## src/design/lacs_pkg.sv

```systemverilog
// Shared types and constants for the LED ambient-cancel sequencer.
// No dependencies; compiled first.
package lacs_pkg;

  // Sequencer phase codes, also shown on the phase_now result field
  typedef enum logic [2:0] {
    PH_INIT    = 3'd0,
    PH_AMBIENT = 3'd1,
    PH_RED     = 3'd2,
    PH_DARK    = 3'd3,
    PH_IR      = 3'd4,
    PH_WAIT    = 3'd5
  } phase_t;

  // Request action codes
  typedef enum logic [1:0] {
    ACT_TICK      = 2'd0,
    ACT_START     = 2'd1,
    ACT_START_RED = 2'd2,
    ACT_STOP      = 2'd3
  } action_t;

  // Register indexes on the APB port (byte address = 4 * index)
  localparam int unsigned REG_IDX_W = 2;
  localparam logic [REG_IDX_W-1:0] REG_SETTLE = 2'd0;
  localparam logic [REG_IDX_W-1:0] REG_DARK   = 2'd1;
  localparam logic [REG_IDX_W-1:0] REG_PERIOD = 2'd2;
  localparam int unsigned PADDR_W = REG_IDX_W + 2;

  localparam logic [31:0] SETTLE_RESET = 32'd200;
  localparam logic [31:0] DARK_RESET   = 32'd100;
  localparam logic [31:0] PERIOD_RESET = 32'd10000;

  // Field widths
  localparam int unsigned TIME_W = 32;
  localparam int unsigned ADC_W  = 16;
  localparam int unsigned TS_W   = 23;

  // us -> ms: floor(x / 1000) == (x * MS_RECIP) >> MS_SHIFT for any 32-bit x
  localparam logic [28:0] MS_RECIP = 29'd274877907;
  localparam int unsigned MS_SHIFT = 38;

  // LED drive bits
  localparam int unsigned LED_RED_BIT = 0;
  localparam int unsigned LED_IR_BIT  = 1;

  // Timing registers as seen by the sequencer
  typedef struct packed {
    logic [TIME_W-1:0] settle_time_us;
    logic [TIME_W-1:0] dark_gap_us;
    logic [TIME_W-1:0] cycle_period_us;
  } cfg_t;

endpackage

```

## src/design/lacs_if.sv

```systemverilog
// Request channel interfaces: tick input and measurement result.
// Depends on lacs_pkg.
interface lacs_in_if;
  logic                         valid;
  logic                         ready;
  logic [1:0]                   action;
  logic [lacs_pkg::TIME_W-1:0]  now_us;
  logic signed [lacs_pkg::ADC_W-1:0] adc_sample;

  modport source (output valid, output action, output now_us, output adc_sample,
                  input ready);
  modport sink   (input valid, input action, input now_us, input adc_sample,
                  output ready);
endinterface

interface lacs_out_if;
  logic                              valid;
  logic                              ready;
  logic                              led_red_on;
  logic                              led_ir_on;
  logic                              sample_valid;
  logic signed [lacs_pkg::ADC_W-1:0] ambient_value;
  logic signed [lacs_pkg::ADC_W-1:0] red_value;
  logic signed [lacs_pkg::ADC_W-1:0] ir_value;
  logic [lacs_pkg::ADC_W-1:0]        red_corrected;
  logic [lacs_pkg::ADC_W-1:0]        ir_corrected;
  logic [lacs_pkg::TS_W-1:0]         timestamp_ms;
  logic [2:0]                        phase_now;

  modport source (output valid, output led_red_on, output led_ir_on,
                  output sample_valid, output ambient_value, output red_value,
                  output ir_value, output red_corrected, output ir_corrected,
                  output timestamp_ms, output phase_now, input ready);
  modport sink   (input valid, input led_red_on, input led_ir_on,
                  input sample_valid, input ambient_value, input red_value,
                  input ir_value, input red_corrected, input ir_corrected,
                  input timestamp_ms, input phase_now, output ready);
endinterface

```

## src/design/led_ambient_cancel_sequencer_top.sv

```systemverilog
// Red/IR LED measurement sequencer with ambient cancellation, top level.
// Depends on lacs_pkg, lacs_in_if/lacs_out_if and lacs_apb_regs.
//
//   channel   | dir | payload
//   ----------+-----+------------------------------------------------------
//   in_ch     | in  | action, now_us, adc_sample
//   out_ch    | out | LED drive, sample_valid, readings, corrected, ms, phase
//   APB       | in  | settle_time_us, dark_gap_us, cycle_period_us
//
// One request accepted per clock while the result is not stalled; each result
// passes the input register, then the sequencer step into the result register.
// The us->ms reciprocal multiply sits in front of the input register; the
// phase compare and ambient subtract sit in front of the result register.
// A stalled result holds both stages; the input register refills as it drains.
// rst is synchronous and returns all sequencer state to init, LEDs off.
module led_ambient_cancel_sequencer_top (
  input  logic                         clk,
  input  logic                         rst,
  lacs_in_if.sink                      in_ch,
  lacs_out_if.source                   out_ch,
  input  logic                         psel,
  input  logic                         penable,
  input  logic                         pwrite,
  input  logic [lacs_pkg::PADDR_W-1:0] paddr,
  input  logic [31:0]                  pwdata,
  output logic [31:0]                  prdata,
  output logic                         pready
);
  import lacs_pkg::*;

  cfg_t cfg;

  lacs_apb_regs u_regs (
    .clk     (clk),
    .rst     (rst),
    .psel    (psel),
    .penable (penable),
    .pwrite  (pwrite),
    .paddr   (paddr),
    .pwdata  (pwdata),
    .prdata  (prdata),
    .pready  (pready),
    .cfg     (cfg)
  );

  // ---------------- input register ----------------
  logic                    in_vld;
  action_t                 in_action;
  logic [TIME_W-1:0]       in_now;
  logic signed [ADC_W-1:0] in_adc;
  logic [TS_W-1:0]         in_ts;
  logic [60:0]             ms_prod;
  logic                    adv;

  assign ms_prod     = 61'(in_ch.now_us) * 61'(MS_RECIP);
  assign adv         = in_vld & (~out_ch.valid | out_ch.ready);
  assign in_ch.ready = ~in_vld | adv;

  always_ff @(posedge clk) begin
    if (rst) begin
      in_vld <= 1'b0;
    end else if (in_ch.ready) begin
      in_vld <= in_ch.valid;
    end
    if (in_ch.ready && in_ch.valid) begin
      in_action <= action_t'(in_ch.action);
      in_now    <= in_ch.now_us;
      in_adc    <= in_ch.adc_sample;
      in_ts     <= ms_prod[MS_SHIFT +: TS_W];
    end
  end

  // ---------------- sequencer state ----------------
  phase_t                  phase, phase_next;
  logic                    started, started_next;
  logic                    red_only, red_only_next;
  logic [TIME_W-1:0]       cycle_start, cycle_start_next;
  logic [TIME_W-1:0]       phase_start, phase_start_next;
  logic signed [ADC_W-1:0] amb_rd, amb_rd_next;
  logic signed [ADC_W-1:0] red_rd, red_rd_next;
  logic signed [ADC_W-1:0] ir_rd, ir_rd_next;
  logic [1:0]              led_drive, led_drive_next;
  logic                    done;

  logic [TIME_W-1:0]       phase_el, cycle_el, span;
  logic                    phase_up, cycle_up;
  logic signed [ADC_W:0]   red_diff, ir_diff;
  logic [ADC_W-1:0]        red_corr, ir_corr;

  // wrap-safe elapsed time against the current phase's wait
  assign phase_el = in_now - phase_start;
  assign cycle_el = in_now - cycle_start;
  assign span     = (phase == PH_DARK) ? cfg.dark_gap_us : cfg.settle_time_us;
  assign phase_up = (phase_el >= span);
  assign cycle_up = (cycle_el >= cfg.cycle_period_us);

  // next state for one request
  always_comb begin
    phase_next       = phase;
    started_next     = started;
    red_only_next    = red_only;
    cycle_start_next = cycle_start;
    phase_start_next = phase_start;
    amb_rd_next      = amb_rd;
    red_rd_next      = red_rd;
    ir_rd_next       = ir_rd;
    led_drive_next   = led_drive;
    done             = 1'b0;

    case (in_action)
      ACT_START, ACT_START_RED: begin
        started_next     = 1'b1;
        phase_next       = PH_INIT;
        cycle_start_next = in_now;
        phase_start_next = in_now;
        amb_rd_next      = '0;
        red_rd_next      = '0;
        ir_rd_next       = '0;
        red_only_next    = (in_action == ACT_START_RED);
        led_drive_next   = '0;
      end
      ACT_STOP: begin
        led_drive_next = '0;
        phase_next     = PH_INIT;
        amb_rd_next    = '0;
        red_rd_next    = '0;
        ir_rd_next     = '0;
        red_only_next  = 1'b0;
      end
      default: begin
        if (started) begin
          case (phase)
            PH_INIT: begin
              cycle_start_next = in_now;
              phase_start_next = in_now;
              amb_rd_next      = '0;
              red_rd_next      = '0;
              ir_rd_next       = '0;
              led_drive_next   = '0;
              phase_next       = PH_AMBIENT;
            end
            PH_AMBIENT: begin
              if (phase_up) begin
                amb_rd_next      = in_adc;
                led_drive_next   = 2'b01 << LED_RED_BIT;
                phase_next       = PH_RED;
                phase_start_next = in_now;
              end
            end
            PH_RED: begin
              if (phase_up) begin
                red_rd_next      = in_adc;
                led_drive_next   = '0;
                phase_start_next = in_now;
                if (red_only) begin
                  ir_rd_next = '0;
                  done       = 1'b1;
                  phase_next = PH_WAIT;
                end else begin
                  phase_next = PH_DARK;
                end
              end
            end
            PH_DARK: begin
              if (phase_up) begin
                led_drive_next   = 2'b01 << LED_IR_BIT;
                phase_next       = PH_IR;
                phase_start_next = in_now;
              end
            end
            PH_IR: begin
              if (phase_up) begin
                ir_rd_next       = in_adc;
                led_drive_next   = '0;
                done             = 1'b1;
                phase_next       = PH_WAIT;
                phase_start_next = in_now;
              end
            end
            PH_WAIT: begin
              if (cycle_up) begin
                cycle_start_next = in_now;
                phase_start_next = in_now;
                amb_rd_next      = '0;
                red_rd_next      = '0;
                ir_rd_next       = '0;
                led_drive_next   = '0;
                phase_next       = PH_AMBIENT;
              end
            end
            default: phase_next = PH_INIT;
          endcase
        end
      end
    endcase
  end

  // ambient correction, clamped at zero
  assign red_diff = {red_rd_next[ADC_W-1], red_rd_next} - {amb_rd_next[ADC_W-1], amb_rd_next};
  assign ir_diff  = {ir_rd_next[ADC_W-1], ir_rd_next} - {amb_rd_next[ADC_W-1], amb_rd_next};
  assign red_corr = (red_diff > 0) ? red_diff[ADC_W-1:0] : '0;
  assign ir_corr  = (ir_diff > 0) ? ir_diff[ADC_W-1:0] : '0;

  // state update
  always_ff @(posedge clk) begin
    if (rst) begin
      phase       <= PH_INIT;
      started     <= 1'b0;
      red_only    <= 1'b0;
      cycle_start <= '0;
      phase_start <= '0;
      amb_rd      <= '0;
      red_rd      <= '0;
      ir_rd       <= '0;
      led_drive   <= '0;
    end else if (adv) begin
      phase       <= phase_next;
      started     <= started_next;
      red_only    <= red_only_next;
      cycle_start <= cycle_start_next;
      phase_start <= phase_start_next;
      amb_rd      <= amb_rd_next;
      red_rd      <= red_rd_next;
      ir_rd       <= ir_rd_next;
      led_drive   <= led_drive_next;
    end
  end

  // ---------------- result register ----------------
  always_ff @(posedge clk) begin
    if (rst) begin
      out_ch.valid <= 1'b0;
    end else if (adv) begin
      out_ch.valid <= 1'b1;
    end else if (out_ch.ready) begin
      out_ch.valid <= 1'b0;
    end
    if (adv) begin
      out_ch.led_red_on    <= led_drive_next[LED_RED_BIT];
      out_ch.led_ir_on     <= led_drive_next[LED_IR_BIT];
      out_ch.sample_valid  <= done;
      out_ch.ambient_value <= done ? amb_rd_next : '0;
      out_ch.red_value     <= done ? red_rd_next : '0;
      out_ch.ir_value      <= (done && !red_only_next) ? ir_rd_next : '0;
      out_ch.red_corrected <= done ? red_corr : '0;
      out_ch.ir_corrected  <= (done && !red_only_next) ? ir_corr : '0;
      out_ch.timestamp_ms  <= done ? in_ts : '0;
      out_ch.phase_now     <= phase_next;
    end
  end

endmodule

```

## src/design/lacs_apb_regs.sv

```systemverilog
// APB register block holding the three timing registers.
// Depends on lacs_pkg.
module lacs_apb_regs (
  input  logic                          clk,
  input  logic                          rst,
  input  logic                          psel,
  input  logic                          penable,
  input  logic                          pwrite,
  input  logic [lacs_pkg::PADDR_W-1:0]  paddr,
  input  logic [31:0]                   pwdata,
  output logic [31:0]                   prdata,
  output logic                          pready,
  output lacs_pkg::cfg_t                cfg
);
  import lacs_pkg::*;

  logic                 wr_en;
  logic [REG_IDX_W-1:0] idx;

  assign pready = 1'b1;
  assign idx    = paddr[PADDR_W-1:2];
  assign wr_en  = psel & penable & pwrite;

  // register writes
  always_ff @(posedge clk) begin
    if (rst) begin
      cfg.settle_time_us  <= SETTLE_RESET;
      cfg.dark_gap_us     <= DARK_RESET;
      cfg.cycle_period_us <= PERIOD_RESET;
    end else if (wr_en) begin
      case (idx)
        REG_SETTLE: cfg.settle_time_us  <= pwdata;
        REG_DARK:   cfg.dark_gap_us     <= pwdata;
        REG_PERIOD: cfg.cycle_period_us <= pwdata;
        default: ;
      endcase
    end
  end

  // read mux
  always_comb begin
    case (idx)
      REG_SETTLE: prdata = cfg.settle_time_us;
      REG_DARK:   prdata = cfg.dark_gap_us;
      REG_PERIOD: prdata = cfg.cycle_period_us;
      default:    prdata = '0;
    endcase
  end

endmodule

```

## src/flat_wrapper.sv

```systemverilog
// flat-port wrapper written by rule: the top's interface ports become plain ports
module led_ambient_cancel_sequencer_top_flat import lacs_pkg::*;
  (clk, rst, psel, penable, pwrite, paddr, pwdata, prdata, pready, in_ch_valid, in_ch_action, in_ch_now_us, in_ch_adc_sample, in_ch_ready, out_ch_valid, out_ch_led_red_on, out_ch_led_ir_on, out_ch_sample_valid, out_ch_ambient_value, out_ch_red_value, out_ch_ir_value, out_ch_red_corrected, out_ch_ir_corrected, out_ch_timestamp_ms, out_ch_phase_now, out_ch_ready);
  lacs_in_if in_ch_i ();
  lacs_out_if out_ch_i ();
  input  logic clk;
  input  logic rst;
  input  logic psel;
  input  logic penable;
  input  logic pwrite;
  input  logic [lacs_pkg::PADDR_W-1:0] paddr;
  input  logic [31:0] pwdata;
  output logic [31:0] prdata;
  output logic pready;
  input wire logic [$bits(in_ch_i.valid)-1:0] in_ch_valid;
  input wire logic [$bits(in_ch_i.action)-1:0] in_ch_action;
  input wire logic [$bits(in_ch_i.now_us)-1:0] in_ch_now_us;
  input wire logic [$bits(in_ch_i.adc_sample)-1:0] in_ch_adc_sample;
  output wire logic [$bits(in_ch_i.ready)-1:0] in_ch_ready;
  output wire logic [$bits(out_ch_i.valid)-1:0] out_ch_valid;
  output wire logic [$bits(out_ch_i.led_red_on)-1:0] out_ch_led_red_on;
  output wire logic [$bits(out_ch_i.led_ir_on)-1:0] out_ch_led_ir_on;
  output wire logic [$bits(out_ch_i.sample_valid)-1:0] out_ch_sample_valid;
  output wire logic [$bits(out_ch_i.ambient_value)-1:0] out_ch_ambient_value;
  output wire logic [$bits(out_ch_i.red_value)-1:0] out_ch_red_value;
  output wire logic [$bits(out_ch_i.ir_value)-1:0] out_ch_ir_value;
  output wire logic [$bits(out_ch_i.red_corrected)-1:0] out_ch_red_corrected;
  output wire logic [$bits(out_ch_i.ir_corrected)-1:0] out_ch_ir_corrected;
  output wire logic [$bits(out_ch_i.timestamp_ms)-1:0] out_ch_timestamp_ms;
  output wire logic [$bits(out_ch_i.phase_now)-1:0] out_ch_phase_now;
  input wire logic [$bits(out_ch_i.ready)-1:0] out_ch_ready;
  assign in_ch_i.valid = in_ch_valid;
  assign in_ch_i.action = in_ch_action;
  assign in_ch_i.now_us = in_ch_now_us;
  assign in_ch_i.adc_sample = in_ch_adc_sample;
  assign in_ch_ready = in_ch_i.ready;
  assign out_ch_valid = out_ch_i.valid;
  assign out_ch_led_red_on = out_ch_i.led_red_on;
  assign out_ch_led_ir_on = out_ch_i.led_ir_on;
  assign out_ch_sample_valid = out_ch_i.sample_valid;
  assign out_ch_ambient_value = out_ch_i.ambient_value;
  assign out_ch_red_value = out_ch_i.red_value;
  assign out_ch_ir_value = out_ch_i.ir_value;
  assign out_ch_red_corrected = out_ch_i.red_corrected;
  assign out_ch_ir_corrected = out_ch_i.ir_corrected;
  assign out_ch_timestamp_ms = out_ch_i.timestamp_ms;
  assign out_ch_phase_now = out_ch_i.phase_now;
  assign out_ch_i.ready = out_ch_ready;
  led_ambient_cancel_sequencer_top u_core (.clk(clk), .rst(rst), .in_ch(in_ch_i), .out_ch(out_ch_i), .psel(psel), .penable(penable), .pwrite(pwrite), .paddr(paddr), .pwdata(pwdata), .prdata(prdata), .pready(pready));
endmodule
```

## config.mk

```make
export PLATFORM = sky130hd
export DESIGN_NAME = led_ambient_cancel_sequencer_top_flat
export DESIGN_NICKNAME = d
export VERILOG_FILES = /design/src/design/lacs_pkg.sv /design/src/design/lacs_if.sv /design/src/design/led_ambient_cancel_sequencer_top.sv /design/src/design/lacs_apb_regs.sv /design/src/flat_wrapper.sv
export SDC_FILE = /design/constraint.sdc
export NUM_CORES = 2
export LEC_CHECK = 0
export ABC_AREA = 1
export CAP_MARGIN = 10
export CORE_MARGIN = 2
export CORE_UTILIZATION = 50
export CTS_BUF_LIST = sky130_fd_sc_hd__clkbuf_16
export DETAILED_ROUTE_END_ITERATION = 7
export DONT_BUFFER_PORTS = 1
export PLACE_DENSITY = 0.68
export RECOVER_POWER = 50
export SYNTH_ARGS = -nofsm -noshare
export SYNTH_HDL_FRONTEND = slang
export SYNTH_SLANG_ARGS = --single-unit
```

## constraint.sdc

```tcl
create_clock -name clk -period 6.2 [get_ports clk]
set_input_delay 0.93 -clock clk [delete_from_list [all_inputs] [get_ports clk]]
set_output_delay 0.93 -clock clk [all_outputs]
set_load 0.1 [all_outputs]
```

* Yosys cells after proc, flatten, opt, wreduce, memory -nomap -nowiden
Cells that the tools add are included.
** Storage, ports and cells
- Register bits :: 399
- Bits of input ports :: 93
- Output and inout bits :: 144
- Logic and storage cells :: 130
** Operators by class
- Add/sub/neg operators :: 4
- Multiply operators :: 1
- Order comparisons :: 4
- Equality and inequality tests :: 12
- Multiplexer cells :: 52
- Bitwise logic cells :: 8
- Reductions and logical operators :: 21
** Operator list (count)
- 16-bit 2-to-1 mux :: 14
- 32-bit one-hot mux with 2 select lines :: 3
- 32-bit one-hot mux with 3 select lines :: 2
- 32-bit 2-to-1 mux :: 5
- 16-bit one-hot mux with 3 select lines :: 2
- 32-bit >= comparator :: 2
- 16-bit one-hot mux with 4 select lines :: 1
- 32-bit subtractor :: 2
- 32-bit by 29-bit multiplier with 61-bit output, second input constant :: 1
- 17-bit by 1-bit > comparator with 1-bit output, second input constant :: 2
- 16-bit by 16-bit subtractor with 17-bit output :: 2
- 3-bit 2-to-1 mux :: 8
- 3-bit one-hot mux with 6 select lines :: 1
- 2-bit 2-to-1 mux :: 6
- 2-bit AND reduction :: 6
- 2-bit one-hot mux with 5 select lines :: 1
- 1-bit 2-to-1 mux :: 7
- 2-bit == test, second input constant :: 3
- 3-bit by 2-bit == test with 1-bit output, second input constant :: 2
- 3-bit == test, second input constant :: 2
- 6-bit AND reduction :: 1
- 5-bit AND reduction :: 1
- 2-bit by 1-bit == test with 1-bit output, second input constant :: 2
- 1-bit one-hot mux with 2 select lines :: 2
- 16 further kinds :: 24

* Logic depth before layout (Yosys ltp)
- Word-level depth :: 10
- Gate-level depth with buffers :: 47
- Gate-level depth less buffers :: 45

* Cells and area by module
Synthesis repeated with hierarchy kept, for this count alone.
** Second synthesis, totals
- Cell total of the unflattened synthesis :: 4698
- Area, all modules :: 38609.5 um^2
** By module, submodules not included
- led_ambient_cancel_sequencer_top :: times used 1, cells each 4002, area an instance 34099.0 um^2, sequential area each 7887.6 um^2
- lacs_apb_regs :: times used 1, cells each 696, area an instance 4510.6 um^2, sequential area each 1921.8 um^2

* Least setup slack after synthesis
No wires, ideal clock.
- Kind :: input to register
- From :: input in_ch_now_us[7]
- To :: register u_core.in_ts[14], data pin
- Setup time :: 0.269 ns
- Arrival time :: 5.918 ns
- Data required time :: 5.931 ns
- Setup slack :: 0.013 ns
- Stages :: 18
- Path buffers :: 0
- Path through :: ha_1 -> fa_1 -> fa_1 -> fa_1 -> inv_1 -> fa_1 -> inv_1 -> fa_1 -> fa_1 -> fa_1 -> ha_1 -> nand2_1 -> nor2_1 -> nand2_1 -> o311ai_0 -> nand2_1 -> o21ai_0 -> xor2_1
** On the way
- Word-level cells in the longest chain between the ends :: 1
** RTL lines
- from (decl) :: RTL line flat_wrapper.sv:17 : input wire logic [$bits(in_ch_i.now_us)-1:0] in_ch_now_us;
- 32-bit by 29-bit multiplier with 61-bit output :: RTL line led_ambient_cancel_sequencer_top.sv:55 : assign ms_prod = 61'(in_ch.now_us) * 61'(MS_RECIP);
- named net u_core.ms_prod[52] :: RTL line led_ambient_cancel_sequencer_top.sv:52 : logic [60:0] ms_prod;
- to (signal assigned) :: RTL line led_ambient_cancel_sequencer_top.sv:69 : in_ts <= ms_prod[MS_SHIFT +: TS_W];
- to (decl) :: RTL line led_ambient_cancel_sequencer_top.sv:51 : logic [TS_W-1:0] in_ts;
The timed path passes the listed nets, and every way through them passes these cells.
A chain may end at the register's enable or synchronous reset.

* Worst setup path after layout
- From :: register u_core.in_now[0]
- To :: register u_core.out_ch.ir_corrected[2], data pin
** On the way
- Word-level cells in the longest chain between the ends :: 9
- Elaborated cells on any way between the ends :: 24
- Classes of those cells :: add/sub (3); order compare (3); mux (16); reduce/logical (2)
** RTL lines
- from (decl) :: RTL line led_ambient_cancel_sequencer_top.sv:49 : logic [TIME_W-1:0] in_now;
- from (signal assigned) :: RTL line led_ambient_cancel_sequencer_top.sv:67 : in_now <= in_ch.now_us;
- 32-bit subtractor (on tied branches) :: RTL line led_ambient_cancel_sequencer_top.sv:92, led_ambient_cancel_sequencer_top.sv:91
- 32-bit >= comparator (on tied branches) :: RTL line led_ambient_cancel_sequencer_top.sv:95, led_ambient_cancel_sequencer_top.sv:94
- 16-bit 2-to-1 mux (on tied branches)
- 16-bit one-hot mux with 4 select lines / 16-bit one-hot mux with 3 select lines (equally long branches) :: RTL line led_ambient_cancel_sequencer_top.sv:132 : case (phase)
- 16-bit 2-to-1 mux :: RTL line led_ambient_cancel_sequencer_top.sv:131 : if (started) begin
- 16-bit 2-to-1 mux :: RTL line led_ambient_cancel_sequencer_top.sv:110 : case (in_action)
- 16-bit by 16-bit subtractor with 17-bit output :: RTL line led_ambient_cancel_sequencer_top.sv:200 : assign ir_diff = {ir_rd_next[ADC_W-1], ir_rd_next} - {amb_rd_next[ADC_W-1], amb_rd_next};
- 17-bit by 1-bit > comparator with 1-bit output :: RTL line led_ambient_cancel_sequencer_top.sv:202 : assign ir_corr = (ir_diff > 0) ? ir_diff[ADC_W-1:0] : '0;
- 2-bit AND reduction (no source line)
- to (signal assigned) :: RTL line led_ambient_cancel_sequencer_top.sv:246 : out_ch.ir_corrected <= (done && !red_only_next) ? ir_corr : '0;
- to (decl) :: RTL line lacs_if.sv:32 : output ir_value, output red_corrected, output ir_corrected,
Parallel ways exist; a longest one is shown, timed or not.

==> out/metrics.cfg <==
[run_status]
status = finished with violations
violations = capacitance limit, slew limit, setup timing

[detailed_routing]
first_pass_iters = 6
drt-initial-drc-count = 2289
drc_errors = 0
wl_per_cell_um = 18.2
vias_per_cell = 5.33
via_count = 31433
wl_mm = 107
final_antenna_net_count = 0

[layout]
finalInstanceArea_mm2 = 0.0441
syn_to_final_growth_pct = 17.1
drive_gt1_share_pct = 14.8
fin_cells = 5897
final_cell_mix = inv_1, nand2_1, ha_1, buf_4, nor2_1
fin_nets = 5840
mostFrequentLayoutCell = inv_1

[grt]
overflow = 0
track_usage_pct = 27.5
antenna_found_initial = 4
grt_pass1_wl_mm = 167
grt_max_degree = 218
grt_pass1_vias = 31269

[sta]
finalCritPeriodShare_pct = 101
skew_ns = 0.0270
setup_viol = 15
layout_setup_ws_ns = -0.0459
report.final.hold_viol_count = 0
rsz0062_at_grt = yes
timing.fmax_mhz = 160
drv_slew = 370
maxSlewHeadroom_pct = -199
worstMarginPinSlew_ns = 4.49
fin_crit_ns = 6.25

[worst_setup_path]
path_class = reg2reg
path_max_fanout = 15
cp_data_required_time_ns = 6.53
crit_start = u_core.in_now[0]
critPathMaxStageDelay_ns = 0.45
r2r-start = u_core.in_now[0]
crit_path_start_kind = flip-flop
crit_family = simple AND/OR/NAND/NOR gates
worstPathArrival_ns = 6.58
cpMaxStageDelayCell = edfxtp_1
path_buf_inv = 9
end_kind = flip-flop

[cts]
cts_buffer_depth = 3
clk_pin_slew_ns = 0.06
clock_latency_ns = 0.58
h-tree-depth = 2
clkSinkCount = 399
numCtsBuffers = 45
cts-root-buf = clkbuf_16
cts_tree = done

[placement]
dp.final_hpwl_mm = 83.9
post_dp_cell_area_mm2 = 0.0420
io_buffers = 0
place_congestion = 0.929
placed_cells = 5803

[flow_run]
drv_cap = 5

[floorplanning]
die-area_mm2 = 0.0776
fp-row-count = 100
die_w_um = 279
fp.coreArea_mm2 = 0.0746
start_util_pct = 50.5
pin_count = 237
die_y_um = 279

[logic_synthesis]
synth_nets = 5445
seq_area_frac_synth_pct = 26.0
synth_edf_count = 182
ys_ff_latch = 399
avgSynthCellArea_um2 = 8.37
yosys_warnings = 0
synth_cell_types = 62
synth_area_mm2 = 0.0377
synthCells = 4501
synthFlopType = dfxtp_1
async_reset_ff_share_pct = 0

[worst_hold_path]
hold_class = in2reg
hp-start = rst

stage by stage:
step / setup TNS, ns / setup slack [ns] / hold WS [ns] / util, %
floorplan: 0 / 0.0128 / 0.433 / -
global placement: -14.99 / -0.574 / 0.443 / 56.3
detailed placement: -16.89 / -0.605 / 0.452 / 56.3
CTS: 0 / 0.00137 / 0.393 / 58.6
global route: -11.53 / -0.396 / 0.407 / 59.2
finish: -0.485 / -0.0459 / 0.424 / 59.2
registers in the layout (all words and copies together) (netlist names), 2 cells and up:
signal	cells
u_core.u_regs.cfg	96
u_core.in_now	32
u_core.out_ch.ambient_value	16
u_core.out_ch.timestamp_ms	23
u_core.phase_start	32
u_core.red_rd	16
u_core.ir_rd	16
u_core.out_ch.red_corrected	16
u_core.out_ch.phase_now	3
u_core.led_drive	2
u_core.out_ch.red_value	16
u_core.out_ch.ir_corrected	16
u_core.cycle_start	32
u_core.amb_rd	16
u_core.in_adc	16
u_core.in_action	2
u_core.phase	3
u_core.out_ch.ir_value	16
u_core.in_ts	23
path summary, 6_finish.rpt:
| path | to | slack [ns] | cells after the start |
|---|---|---|---|
| worst max-delay path | u_core.out_ch.ir_corrected[2] | -0.05 | 41 |
| worst min-delay path | u_core.started | 0.42 | 1 |
| worst max register to register | u_core.out_ch.ir_corrected[2] | -0.05 | 41 |
| worst min register to register | u_core.cycle_start[30] | 0.46 | 2 |
logic make-up (layout without fill, tap and decap cells):
kind of cell	Yosys count	after routing	synth area share, %
other cells	1	3	0.00995
compound gates	829	829	12.1
buf+inv	930	1353	9.62
simple gates	1387	1389	15.5
xor+xnor	104	104	2.42
fa+ha+maj	851	851	34.3
flops	399	399	26.0
per-layer routing:
metal,GRT usage (%),vias up,routed length (um)
met5,0,-,13
met4,9.93,2,4110
met3,3.81,210,6440
met2,46.4,891,50000
met1,36.1,14852,46700
li1,-,15478,-
cell type report:
class | count | area, um^2
fillers | 6622 | 30500
multi-input cells | 3174 | 25000
flip-flops and latches | 399 | 9810
repair buffers | 457 | 3490
inverters | 819 | 3090
well taps | 969 | 1210
clock buffers | 48 | 1200
clock inverters | 29 | 274
diodes | 2 | 5.00
synth_stat cells (11+ instances only):
master / n / area share (%)
a21o_1: 21 / 0.42
nand4_1: 36 / 0.60
nand2_1: 699 / 7.0
dfxtp_1: 217 / 12
o221ai_1: 32 / 0.74
nor4_1: 12 / 0.20
clkbuf_1: 74 / 0.74
xor2_1: 60 / 1.4
buf_2: 12 / 0.16
inv_1: 815 / 8.1
nor2_1: 412 / 4.1
o21a_1: 12 / 0.24
ha_1: 549 / 18
xnor2_1: 44 / 1.0
o211ai_1: 30 / 0.60
nor2_2: 27 / 0.45
a31oi_1: 25 / 0.41
nand3_1: 117 / 1.6
fa_1: 302 / 16
o21ai_0: 303 / 4.0
a21oi_1: 366 / 4.9
or2_2: 17 / 0.28
edfxtp_1: 182 / 15
nor3_1: 21 / 0.28
buf_6: 11 / 0.33
repair_timing:
action / CTS / global route
pin swaps: 13 / 25
resized for setup: 47 / 81
buffers inserted: 3 / 10
gates cloned: 1 / 1
setup endpoints to repair: 32 / 51
hold buffers: 0 / 0
Power is not shown: default switching activity piles up to over one toggle a cycle in this logic, so the estimate is an artifact.
